**src/rtl/core/csem_pkg.sv**
```systemverilog
// Package for the counting semaphore with priority waiters.
// Holds table size, operation and status codes, shared types.
// No dependencies.
package csem_pkg;
	localparam int WaiterSlots = 16;
	localparam int SlotW = $clog2(WaiterSlots);
	localparam int TotW = $clog2(WaiterSlots + 1);

	localparam logic [1:0] OP_WAIT = 2'd0;
	localparam logic [1:0] OP_TRY = 2'd1;
	localparam logic [1:0] OP_POST = 2'd2;
	localparam logic [1:0] OP_CANCEL = 2'd3;

	localparam logic [2:0] ST_ACQUIRED = 3'd0;
	localparam logic [2:0] ST_ENQUEUED = 3'd1;
	localparam logic [2:0] ST_FULL = 3'd2;
	localparam logic [2:0] ST_EMPTY = 3'd3;
	localparam logic [2:0] ST_CNT_FULL = 3'd4;
	localparam logic [2:0] ST_REMOVED = 3'd5;
	localparam logic [2:0] ST_NOT_FOUND = 3'd6;
	localparam logic [2:0] ST_WOKE = 3'd7;

	localparam logic [1:0] REG_INIT = 2'd0;
	localparam logic [1:0] REG_MAX = 2'd1;
	localparam logic [1:0] REG_PIP = 2'd2;

	typedef struct packed {
		logic [7:0] id;
		logic [15:0] gen;
		logic [7:0] prio;
	} waiter_t;
endpackage

```
**src/rtl/core/csem_table.sv**
```systemverilog
// Waiter table storage for the counting semaphore.
// Uses csem_pkg; one write port and one registered read port.
module csem_table import csem_pkg::*; (
	input  logic             clk,
	input  logic             wr_en,
	input  logic [SlotW-1:0] wr_addr,
	input  waiter_t          wr_data,
	input  logic [SlotW-1:0] rd_addr,
	output waiter_t          rd_data
);
	waiter_t mem_q [WaiterSlots];

	always_ff @(posedge clk) begin
		if (wr_en) mem_q[wr_addr] <= wr_data;
		rd_data <= mem_q[rd_addr];
	end
endmodule

```
**src/rtl/core/counting_semaphore_priority_waiters.sv**
```systemverilog
// Counting semaphore with a 16-slot priority waiter table and priority inheritance.
// Uses csem_pkg and csem_table.
//
// One request is taken while busy is low; its single result appears for one cycle
// with done high. The receiver cannot stall results. Wait and try-wait on a free
// unit, post without waiters, and a full-table wait do not scan the table. An enqueue
// with inheritance, a post that wakes a waiter, and a cancel step through the table
// one entry per cycle over its single read port. A cancel that finds its entry and a
// wake then move the last entry into the freed slot. A wake that must restore an
// inherited priority then rescans the remaining table. Configuration writes are
// taken only while idle and no request is offered.
module counting_semaphore_priority_waiters import csem_pkg::*; (
	input  logic        clk,
	input  logic        arst_n,
	input  logic        start,
	output logic        busy,
	input  logic [1:0]  operation,
	input  logic [7:0]  task_id,
	input  logic [15:0] task_generation,
	input  logic [7:0]  task_priority,
	input  logic        cfg_valid,
	output logic        cfg_ready,
	input  logic [1:0]  cfg_index,
	input  logic [15:0] cfg_data,
	output logic        done,
	output logic [2:0]  status,
	output logic        woken_valid,
	output logic [7:0]  woken_task,
	output logic        owner_valid,
	output logic [7:0]  owner_task,
	output logic [7:0]  owner_priority,
	output logic        priority_changed
);
	localparam logic [2:0] S_IDLE = 3'd0;
	localparam logic [2:0] S_DEC = 3'd1;
	localparam logic [2:0] S_SCAN = 3'd2;
	localparam logic [2:0] S_FETCH = 3'd3;
	localparam logic [2:0] S_MOVE = 3'd4;
	localparam logic [2:0] S_RSCAN = 3'd5;
	localparam logic [2:0] S_DONE = 3'd6;

	logic [2:0] state_q;
	logic [15:0] max_q, count_q;
	logic pip_q;
	logic [TotW-1:0] total_q;
	logic own_q, sv_q;
	logic [7:0] oid_q, oprio_q, sprio_q;
	logic [1:0] op_q;
	logic [7:0] id_q, prio_q, best_prio_q, top_q;
	logic [15:0] gen_q;
	logic [TotW-1:0] idx_q;
	logic [SlotW-1:0] best_q;
	logic found_q, pend_q;
	logic [2:0] st_q;
	logic wv_q, chg_q;
	logic [7:0] wt_q;
	logic [SlotW-1:0] rd_addr, wr_addr;
	logic wr_en;
	waiter_t wr_data, rd_data;
	logic [TotW-1:0] last;
	logic [SlotW-1:0] cur;
	logic [7:0] nxt_top;

	assign busy = (state_q != S_IDLE);
	assign cfg_ready = !busy && !start;
	assign last = total_q - 1'b1;
	assign cur = SlotW'(idx_q - 1'b1);
	assign nxt_top = (idx_q != 0 && rd_data.prio > top_q) ? rd_data.prio : top_q;

	always_comb begin
		rd_addr = idx_q[SlotW-1:0];
		if (state_q == S_FETCH) rd_addr = last[SlotW-1:0];
	end

	always_comb begin
		wr_en = 1'b0;
		wr_addr = total_q[SlotW-1:0];
		wr_data = '{id: id_q, gen: gen_q, prio: prio_q};
		if (state_q == S_MOVE) begin
			wr_en = 1'b1;
			wr_addr = best_q;
			wr_data = rd_data;
		end else if (state_q == S_DONE && pend_q) begin
			wr_en = 1'b1;
		end
	end

	csem_table u_table (
		.clk(clk), .wr_en(wr_en), .wr_addr(wr_addr), .wr_data(wr_data),
		.rd_addr(rd_addr), .rd_data(rd_data)
	);

	always_ff @(posedge clk or negedge arst_n) begin
		if (!arst_n) begin
			state_q <= S_IDLE;
			max_q <= 16'd1; pip_q <= 1'b1; count_q <= '0;
			total_q <= '0; own_q <= 1'b0; oid_q <= '0; oprio_q <= '0;
			sprio_q <= '0; sv_q <= 1'b0; done <= 1'b0; pend_q <= 1'b0;
		end else begin
			done <= 1'b0;
			if (cfg_valid && cfg_ready) begin
				case (cfg_index)
					REG_INIT: count_q <= cfg_data;
					REG_MAX: max_q <= cfg_data;
					REG_PIP: pip_q <= cfg_data[0];
					default: ;
				endcase
			end
			case (state_q)
				S_IDLE: if (start) begin
					op_q <= operation; id_q <= task_id; gen_q <= task_generation;
					prio_q <= task_priority; wv_q <= 1'b0; wt_q <= '0; chg_q <= 1'b0;
					pend_q <= 1'b0; idx_q <= '0; found_q <= 1'b0; best_q <= '0;
					state_q <= S_DEC;
				end
				S_DEC: begin
					state_q <= S_DONE;
					case (op_q)
						OP_WAIT: if (count_q != 0) begin
							count_q <= count_q - 1'b1; st_q <= ST_ACQUIRED;
							if (count_q == 16'd1) begin
								own_q <= 1'b1; oid_q <= id_q; oprio_q <= prio_q;
							end
						end else if (total_q >= TotW'(WaiterSlots)) begin
							st_q <= ST_FULL;
						end else begin
							st_q <= ST_ENQUEUED; pend_q <= 1'b1; top_q <= prio_q;
							if (pip_q && own_q) begin
								idx_q <= '0; state_q <= S_SCAN;
							end
						end
						OP_TRY: if (count_q != 0) begin
							count_q <= count_q - 1'b1; st_q <= ST_ACQUIRED;
						end else st_q <= ST_EMPTY;
						OP_POST: if (total_q != 0) begin
							st_q <= ST_WOKE; best_prio_q <= '0; state_q <= S_SCAN;
						end else if (count_q < max_q) begin
							if (count_q == 0) own_q <= 1'b0;
							count_q <= count_q + 1'b1; st_q <= ST_ACQUIRED;
						end else st_q <= ST_CNT_FULL;
						default: begin
							st_q <= ST_NOT_FOUND;
							if (total_q != 0) state_q <= S_SCAN;
						end
					endcase
				end
				S_SCAN: begin
					// idx_q is the address being read; rd_data holds entry idx_q-1
					if (idx_q != 0) begin
						case (op_q)
							OP_WAIT: if (rd_data.prio > top_q) top_q <= rd_data.prio;
							OP_POST: if (idx_q == 1 || rd_data.prio > best_prio_q) begin
								best_prio_q <= rd_data.prio; best_q <= cur;
								wt_q <= rd_data.id;
							end
							default: if (!found_q && rd_data.id == id_q &&
									rd_data.gen == gen_q) begin
								found_q <= 1'b1; best_q <= cur;
							end
						endcase
					end
					if (idx_q == total_q) begin
						if (op_q == OP_WAIT) begin
							state_q <= S_DONE;
							if (nxt_top > oprio_q) begin
								if (!sv_q) begin sv_q <= 1'b1; sprio_q <= oprio_q; end
								oprio_q <= nxt_top;
								chg_q <= 1'b1;
							end
						end else if (op_q == OP_POST ||
								found_q || (rd_data.id == id_q && rd_data.gen == gen_q)) begin
							state_q <= S_FETCH;
						end else state_q <= S_DONE;
					end else idx_q <= idx_q + 1'b1;
				end
				S_FETCH: state_q <= S_MOVE;
				S_MOVE: begin
					total_q <= last;
					if (op_q == OP_POST) begin
						wv_q <= 1'b1;
						if (pip_q && own_q && sv_q) begin
							idx_q <= '0; top_q <= '0; state_q <= S_RSCAN;
						end else state_q <= S_DONE;
					end else begin
						st_q <= ST_REMOVED; state_q <= S_DONE;
					end
				end
				S_RSCAN: begin
					if (idx_q != 0 && rd_data.prio > top_q) top_q <= rd_data.prio;
					if (idx_q == total_q) begin
						state_q <= S_DONE;
						if (idx_q != 0 && rd_data.prio > top_q) begin
							if (rd_data.prio > sprio_q) begin
								oprio_q <= rd_data.prio; chg_q <= (rd_data.prio != oprio_q);
							end else begin
								oprio_q <= sprio_q; sv_q <= 1'b0; chg_q <= (sprio_q != oprio_q);
							end
						end else if (top_q > sprio_q) begin
							oprio_q <= top_q; chg_q <= (top_q != oprio_q);
						end else begin
							oprio_q <= sprio_q; sv_q <= 1'b0; chg_q <= (sprio_q != oprio_q);
						end
					end else idx_q <= idx_q + 1'b1;
				end
				S_DONE: begin
					if (pend_q) total_q <= total_q + 1'b1;
					pend_q <= 1'b0;
					done <= 1'b1;
					status <= st_q;
					woken_valid <= wv_q;
					woken_task <= wv_q ? wt_q : 8'd0;
					owner_valid <= own_q;
					owner_task <= own_q ? oid_q : 8'd0;
					owner_priority <= own_q ? oprio_q : 8'd0;
					priority_changed <= chg_q;
					state_q <= S_IDLE;
				end
				default: state_q <= S_IDLE;
			endcase
		end
	end

`ifndef NO_ASSERTIONS
	a_total_bound: assert property (@(posedge clk) disable iff (!arst_n)
		total_q <= TotW'(WaiterSlots)) else $error("waiter total overflow");
	a_done_idle: assert property (@(posedge clk) disable iff (!arst_n)
		done |-> state_q == S_IDLE) else $error("done while busy");
	a_woke_valid: assert property (@(posedge clk) disable iff (!arst_n)
		(done && status == ST_WOKE) |-> woken_valid) else $error("wake without task");
	a_start_busy: assert property (@(posedge clk) disable iff (!arst_n)
		(start && !busy) |=> busy) else $error("start not taken");
`endif
endmodule

```
**config.mk**
```make
export PLATFORM = sky130hd
export DESIGN_NAME = counting_semaphore_priority_waiters
export DESIGN_NICKNAME = d
export VERILOG_FILES = /design/src/rtl/core/csem_pkg.sv /design/src/rtl/core/csem_table.sv /design/src/rtl/core/counting_semaphore_priority_waiters.sv
export SDC_FILE = /design/constraint.sdc
export NUM_CORES = 1
export LEC_CHECK = 0
export BUFFER_PORTS_ARGS = -buffer_cell sky130_fd_sc_hd__buf_2
export CAP_MARGIN = 20
export CORE_MARGIN = 4
export CORE_UTILIZATION = 44
export CTS_CLUSTER_DIAMETER = 100
export CTS_CLUSTER_SIZE = 40
export DETAILED_ROUTE_END_ITERATION = 12
export GPL_TIMING_DRIVEN = 0
export PLACE_DENSITY = 0.68
export SLEW_MARGIN = 20
export SYNTH_ARGS = -nofsm -noshare
export SYNTH_HDL_FRONTEND = slang
export SYNTH_SLANG_ARGS = --single-unit
```
**constraint.sdc**
```tcl
create_clock -name clk -period 3.9 [get_ports clk]
set_input_delay 0.195 -clock clk [delete_from_list [all_inputs] [get_ports clk]]
set_output_delay 0.195 -clock clk [all_outputs]
set_load 0.02 [all_outputs]
```
# ---- After elaboration in Yosys (flattened, before gate mapping)
# Memory sizes are Yosys's and may differ from the RTL's. A register that Yosys moved wholly into a read port is not among the register bits.
# Cells that the tools add are included.
dict set report word_totals {
  ram_bits 512
  input_bits 56
  reg_bits 172
  n_memories 1
  elab_cells 273
  out_inout_bits 33
}
dict set report op_classes {
  muxes 115
  bitwise_logic 1
  magnitude_cmp 7
  reduce_logical 59
  addsub 6
  eq_ne 52
}
# memory depth word_bits read_ports rd_clocked_by_memory_dff write_ports line_no
set mem_list {}
lappend mem_list {u_table.mem_q 16 32 1 1 1 csem_table.sv:11} ;# waiter_t mem_q [WaiterSlots];
# cell count
set op_table {}
lappend op_table {{$mux W8} 28}
lappend op_table {{$mux W16} 6}
lappend op_table {{$ne A2 B2 Y1 const B} 28}
lappend op_table {{$mux W5} 9}
lappend op_table {{$gt A8 B8 Y1} 5}
lappend op_table {{$mux W3} 13}
lappend op_table {{$reduce_and A7 Y1} 5}
lappend op_table {{$mux W32} 1}
lappend op_table {{$pmux W16 S2} 1}
lappend op_table {{$pmux W8 S2} 2}
lappend op_table {{$pmux W8 S4} 1}
lappend op_table {{$mux W1} 29}
lappend op_table {{$mux W4} 6}
lappend op_table {{$ne A8 B8 Y1} 3}
lappend op_table {{$pmux W8 S3} 1}
lappend op_table {{$pmux W5 S4} 1}
lappend op_table {{$reduce_and A10 Y1} 2}
lappend op_table {{$pmux W3 S6} 1}
lappend op_table {{$add A16 B1 Y16 const B} 1}
lappend op_table {{$eq A16 B1 Y1 const B} 1}
lappend op_table {{$eq A16 B16 Y1} 1}
lappend op_table {{$logic_not A16 Y1} 1}
lappend op_table {{$lt A16 B16 Y1} 1}
lappend op_table {{$pmux W4 S2} 2}
lappend op_table {{other kinds (39)} 91}

# ---- Logic depth before layout (Yosys ltp)
dict set report depth {
  word_depth 9
  mapped_depth 19
  mapped_depth_nobuf 15
}

# ---- Cells and area by module
# From an unflattened synthesis, not the netlist that was laid out.
dict set report unflattened {
  hier_cells 1973
  area_unflattened_um2 30804.5
}
# module cells_per_inst seq_area_each_um2 n_inst area_per_inst_um2
set modules_own_cells {}
lappend modules_own_cells {csem_table 838 16015.4 1 19854.0}
lappend modules_own_cells {counting_semaphore_priority_waiters 1135 4822.1 1 10950.5}

# ---- Least setup slack after synthesis
# Ideal clock, no wire load.
dict set report synth_timing {
  kind {register to register}
  from {reg idx_q[0]}
  to {reg sprio_q[1]}
  setup_slack_ns -0.123
  t_arrival_ns 3.892
  synth_period_minus_slack_ns 4.023
  setup_ns 0.131
  stages_incl_launch_ff 19
  cell_sequence {edfxtp_1 clkbuf_1 inv_1 ha_1 nor4b_4 or3b_2 a21oi_1 buf_2 o21ai_0 o21ai_0 ha_1 nor2b_1 o211ai_1 a21oi_1 a2111oi_0 or4_1 clkbuf_1 clkbuf_1 o21ai_0}
}
dict set report synth_via {
  elab_chain_len 5
  word_cells_on_any_way 6
  cone_classes {order compare (1); eq/ne (1); mux (1); reduce/logical (3)}
}
# element line_no
set synth_rtl {}
lappend synth_rtl {{start, declared} counting_semaphore_priority_waiters.sv:51} ;# logic [TotW-1:0] idx_q;
lappend synth_rtl {{start signal, assigned} counting_semaphore_priority_waiters.sv:174} ;# end else idx_q <= idx_q + 1'b1;
lappend synth_rtl {{start signal, assigned} counting_semaphore_priority_waiters.sv:203} ;# end else idx_q <= idx_q + 1'b1;
lappend synth_rtl {{$reduce_bool A5 Y1} counting_semaphore_priority_waiters.sv:68} ;# assign nxt_top = (idx_q != 0 && rd_data.prio > top_q) ? rd_data.prio : top_q;
lappend synth_rtl {{$logic_and A1 B1 Y1} counting_semaphore_priority_waiters.sv:68}
lappend synth_rtl {{$mux W8} --}
lappend synth_rtl {{$gt A8 B8 Y1} counting_semaphore_priority_waiters.sv:165} ;# if (nxt_top > oprio_q) begin
lappend synth_rtl {{$reduce_and A5 Y1 (no source line) *} --}
lappend synth_rtl {{end signal, assigned} counting_semaphore_priority_waiters.sv:98} ;# sprio_q <= '0; sv_q <= 1'b0; done <= 1'b0; pend_q <= 1'b0;
lappend synth_rtl {{end signal, assigned} counting_semaphore_priority_waiters.sv:166} ;# if (!sv_q) begin sv_q <= 1'b1; sprio_q <= oprio_q; end
lappend synth_rtl {{end, declared} counting_semaphore_priority_waiters.sv:47} ;# logic [7:0] oid_q, oprio_q, sprio_q;
# Every way passes the cells marked *; elsewhere a longest branch is shown, timed or not.
# A chain may end at the register's enable or synchronous reset.

# ---- Worst setup path after layout
dict set report layout_timing {
  from {reg top_q[6]}
  to {reg oprio_q[7]}
}
dict set report layout_via {
  elab_chain_len 7
  word_cells_on_any_way 14
  cone_classes {order compare (3); eq/ne (1); mux (8); reduce/logical (2)}
}
# element line_no
set layout_rtl {}
lappend layout_rtl {{start, declared} counting_semaphore_priority_waiters.sv:49} ;# logic [7:0] id_q, prio_q, best_prio_q, top_q;
lappend layout_rtl {{start signal, assigned} counting_semaphore_priority_waiters.sv:151} ;# OP_WAIT: if (rd_data.prio > top_q) top_q <= rd_data.prio;
lappend layout_rtl {{start signal, assigned} counting_semaphore_priority_waiters.sv:189} ;# if (idx_q != 0 && rd_data.prio > top_q) top_q <= rd_data.prio;
lappend layout_rtl {{branches (longest 7 deep; another with $gt A8 B8 Y1)} --}
lappend layout_rtl {{end signal, assigned} counting_semaphore_priority_waiters.sv:167} ;# oprio_q <= nxt_top;
lappend layout_rtl {{end signal, assigned} counting_semaphore_priority_waiters.sv:194} ;# oprio_q <= rd_data.prio; chg_q <= (rd_data.prio != oprio_q);
lappend layout_rtl {{end signal, assigned} counting_semaphore_priority_waiters.sv:199} ;# oprio_q <= top_q; chg_q <= (top_q != oprio_q);
lappend layout_rtl {{end, declared} counting_semaphore_priority_waiters.sv:47}
# Parallel ways; which one is timed is not known. The select of a mux whose other input is x is not followed.

==> metrics <==
outcome complete, no violations; syn nets 2676; max-cap violation count 0; DP Worst Slack -0.771 ns; worst vdd ir 480 uV; antenna violations before repair 2; final hold viol count 0; Pwr Total 27.0 mW; Pre-Repair DR Iteration Count 6; CTS max path bufs 3; Worst Tran Pin Value 1.08 ns; Synth cell types 80; crit end category register; largest net degree at the start of global routing 42; clock sinks 716; number of remaining DRC errors 0; syn avg cell area 12.4 sq um; hpwl dp 63000 um; Starting DRT DRC Count 2235; total wire length 88600 um; Post-Place Cells 3615; final core occ 50.2%; Initial Utilization 44.4%; clk_lat worst skew 0.65 ns; die height 277 um; min setup slack post-route 0.0471 ns; number of port buffers 88; LEAKAGE 12.3 nW; Post-DRT Antenna Nets 0; Post-synth top flop edfxtp_1; post-route setup TNS 0 ns; Num CTS Buffers 27; CP Data Required Time 4.40 ns; Worst Clk Skew 0.0634 ns; Multi-input gate area 10300 sq um; share of cells above drive strength 1 11.2%; Yosys reg bits 716; total die area 76700 sq um; most frequent cell after synthesis edfxtp_1; min Tclk post-route 3.85 ns; Yosys top cell by area edfxtp_1; ys async rst share 9.64%; min-delay src cfg_valid; Layout Nets 2886; clk slew on worst S/H paths 0.12 ns; RD Place Congestion 0.898; critical path type reg -> reg; Min-Delay Path Depth 5; area grow syn2layout 13.1%; Peak Freq 0.260 GHz; CP bufs+invs 3; TritonCTS clock tree built; sequential area share after synthesis 65.5%; Syn Std Cell Area 31800 sq um; hold endpoint pip_q; first-pass GRT wire length 133000 um; I/O pin cnt 89; worst reg2reg endpoint oprio_q[7]; fillers 6075; DR vias/cell 5.90; CP arrival 4.35 ns; number of synthesized flops with an enable pin 615; path depth of the worst reg2reg path 17; DP Area 34100 sq um; Cell Pwr Density 751 nW/um^2; final cell count without fillers 3737; Slew Viols, Final 0; part of the cycle the worst path needs 98.8%; post-route cell area 36000 sq um; register area 20900 sq um; R2R setup slack 0.05 ns; Root Buffer clkbuf_16; crit path max-delay cell type edfxtp_1; vias in the first global route 21.7k; Core ar. 71600 sq um; routed vias 22.0k; Post-Syn Instances 2556; CP cell instances inv_2, ha_1, and4_1, or3b_4, a21oi_4, buf_6, o21ai_1, o21ai_2, ha_1, nor2b_1, o211ai_1, a21oi_2, a2111oi_4, o31a_1, buf_6, a211o_1, o211ai_1; GR Overflow Total 0; top cell type's share of synthesized area 58.0%; Synth top cells by count edfxtp_1 (615), nand2_1 (440), a211oi_1 (163); Max transition margin 27.7%; min-delay worst type in -> reg; All-Layer GR Usage 22.2%; FP Rows 98; worst hold margin 0.0367 ns; Crit path largest cell delay 0.42 ns; synth top area cells edfxtp_1 (58%), dfrtp_1 (5.3%), nand2_1 (5.2%); YS warnings 0; crit-path leading delay family compound AO/OA/AOI/OAI gates; setup violators final 0; type of origin of the critical path register; Max FO, Critical Path 7; # diodes 0; H-tree levels 1; Die Span X 277 um; reg-to-reg startpoint top_q[6]; routed wire length per instance 23.7 um
-- where the power goes --
| part | switching, mW | leakage [nW] | internal, mW |
|---|---|---|---|
| Combinational | 8.38 | 5.12 | 3.89 |
| Clock | 2.51 | 0.470 | 1.47 |
| Sequential | 0.766 | 6.71 | 9.99 |
| Total | 11.7 | 12.3 | 15.4 |
-- cell families after synthesis --
group                      share of synthesized area [%]
muxes                                               1.50
and+or+nand+nor                                     12.2
buffers and inverters                               2.86
AOI/OAI and AO/OA                                   13.2
adders and majority gates                           2.52
xor gates and xnor gates                            2.17
DFF                                                 65.5
-- worst max path at each step --
| stage | to | from | slack, ns | cells past startpoint |
|---|---|---|---|---|
| 2_1_floorplan | sprio_q[1] | idx_q[0] | 0.05 | 18 |
| 3_3_place_gp | gen_q[7] | arst_n | -1.84 | 3 |
| 3_5_place_dp | sprio_q[3] | u_table.rd_data[3] | -0.77 | 16 |
| 4_1_cts | sprio_q[5] | top_q[3] | 0.02 | 16 |
| 5_1_grt | oprio_q[4] | top_q[6] | -0.08 | 17 |
| 6_report | oprio_q[7] | top_q[6] | 0.05 | 17 |
-- timing repair --
action / in CTS / in global routing
gates resized for setup: 27 / 46
endpoints found under the setup margin: 18 / 47
hold endpoints to repair: 131 / 0
pin swaps: 1 / 11
buffers inserted: 11 / 9
cloned: 0 / 1
hold buffers: 53 / 0
-- worst min-delay path, cell delays in order --
cell	delay, ns
buf_2	0.12
nand2_1	0.08
nor2_1	0.04
nand2_1	0.06
mux2_2	0.14
-- flip-flops by register name, indices dropped and copies added (netlist names), 3 cells and up --
register / flops
top_q: 8
best_q: 4
total_q: 5
best_prio_q: 8
u_table.rd_data: 32
state_q: 3
owner_priority: 8
prio_q: 8
id_q: 8
sprio_q: 8
gen_q: 16
max_q: 16
wt_q: 8
owner_task: 8
status: 3
oprio_q: 8
idx_q: 5
count_q: 16
woken_task: 8
oid_q: 8
u_table.mem_q: 512
st_q: 3
-- routing by layer --
metal | GRT usage [%] | vias to the layer above | wire (um) | part of all wire [%]
li1 | - | 9965 | - | -
met1 | 29.9 | 10900 | 35700 | 40
met2 | 37.6 | 1050 | 42800 | 48
met3 | 2.82 | 162 | 7080 | 8.0
met4 | 7.22 | 0 | 3020 | 3.4
met5 | 0 | - | 0 | 0
-- cell type report --
| class | instances | area share [%] |
|---|---|---|
| multi-input cells | 1611 | 28.7 |
| flip-flops and latches | 716 | 58.0 |
| clock inverters | 14 | 0.751 |
| inverters | 65 | 0.689 |
| well taps | 950 | 3.30 |
| repair buffers | 183 | 4.60 |
| clock buffers | 36 | 2.00 |
| plain buffers | 162 | 1.93 |
-- layout by cell type, fill, tap and decap left out, types with 9 or more instances in the layout --
cell type        n
o211ai_1        13
clkbuf_16       27
buf_2          115
dlygate4sd3_1   53
a311oi_1        65
buf_16          14
o21ai_0         42
nand4_1         25
nor2_4          18
nor2_1          66
inv_1           59
a211o_1         10
nand3_1         17
xnor2_1         58
mux2i_1         14
clkbuf_1       124
mux2_2          29
buf_4           24
edfxtp_1       615
and2_0           9
nor3_1          17
dfrtp_1         67
a221oi_1        17
nand2_1        440
o221ai_1        17
xor2_1          21
o21ai_1         13
and2_1         151
a211oi_1       161
ha_1            62
a31oi_1         80
a21oi_1        109
dfxtp_1         24
and3_1          23
Note: power is estimated with default switching activity, not from simulation.
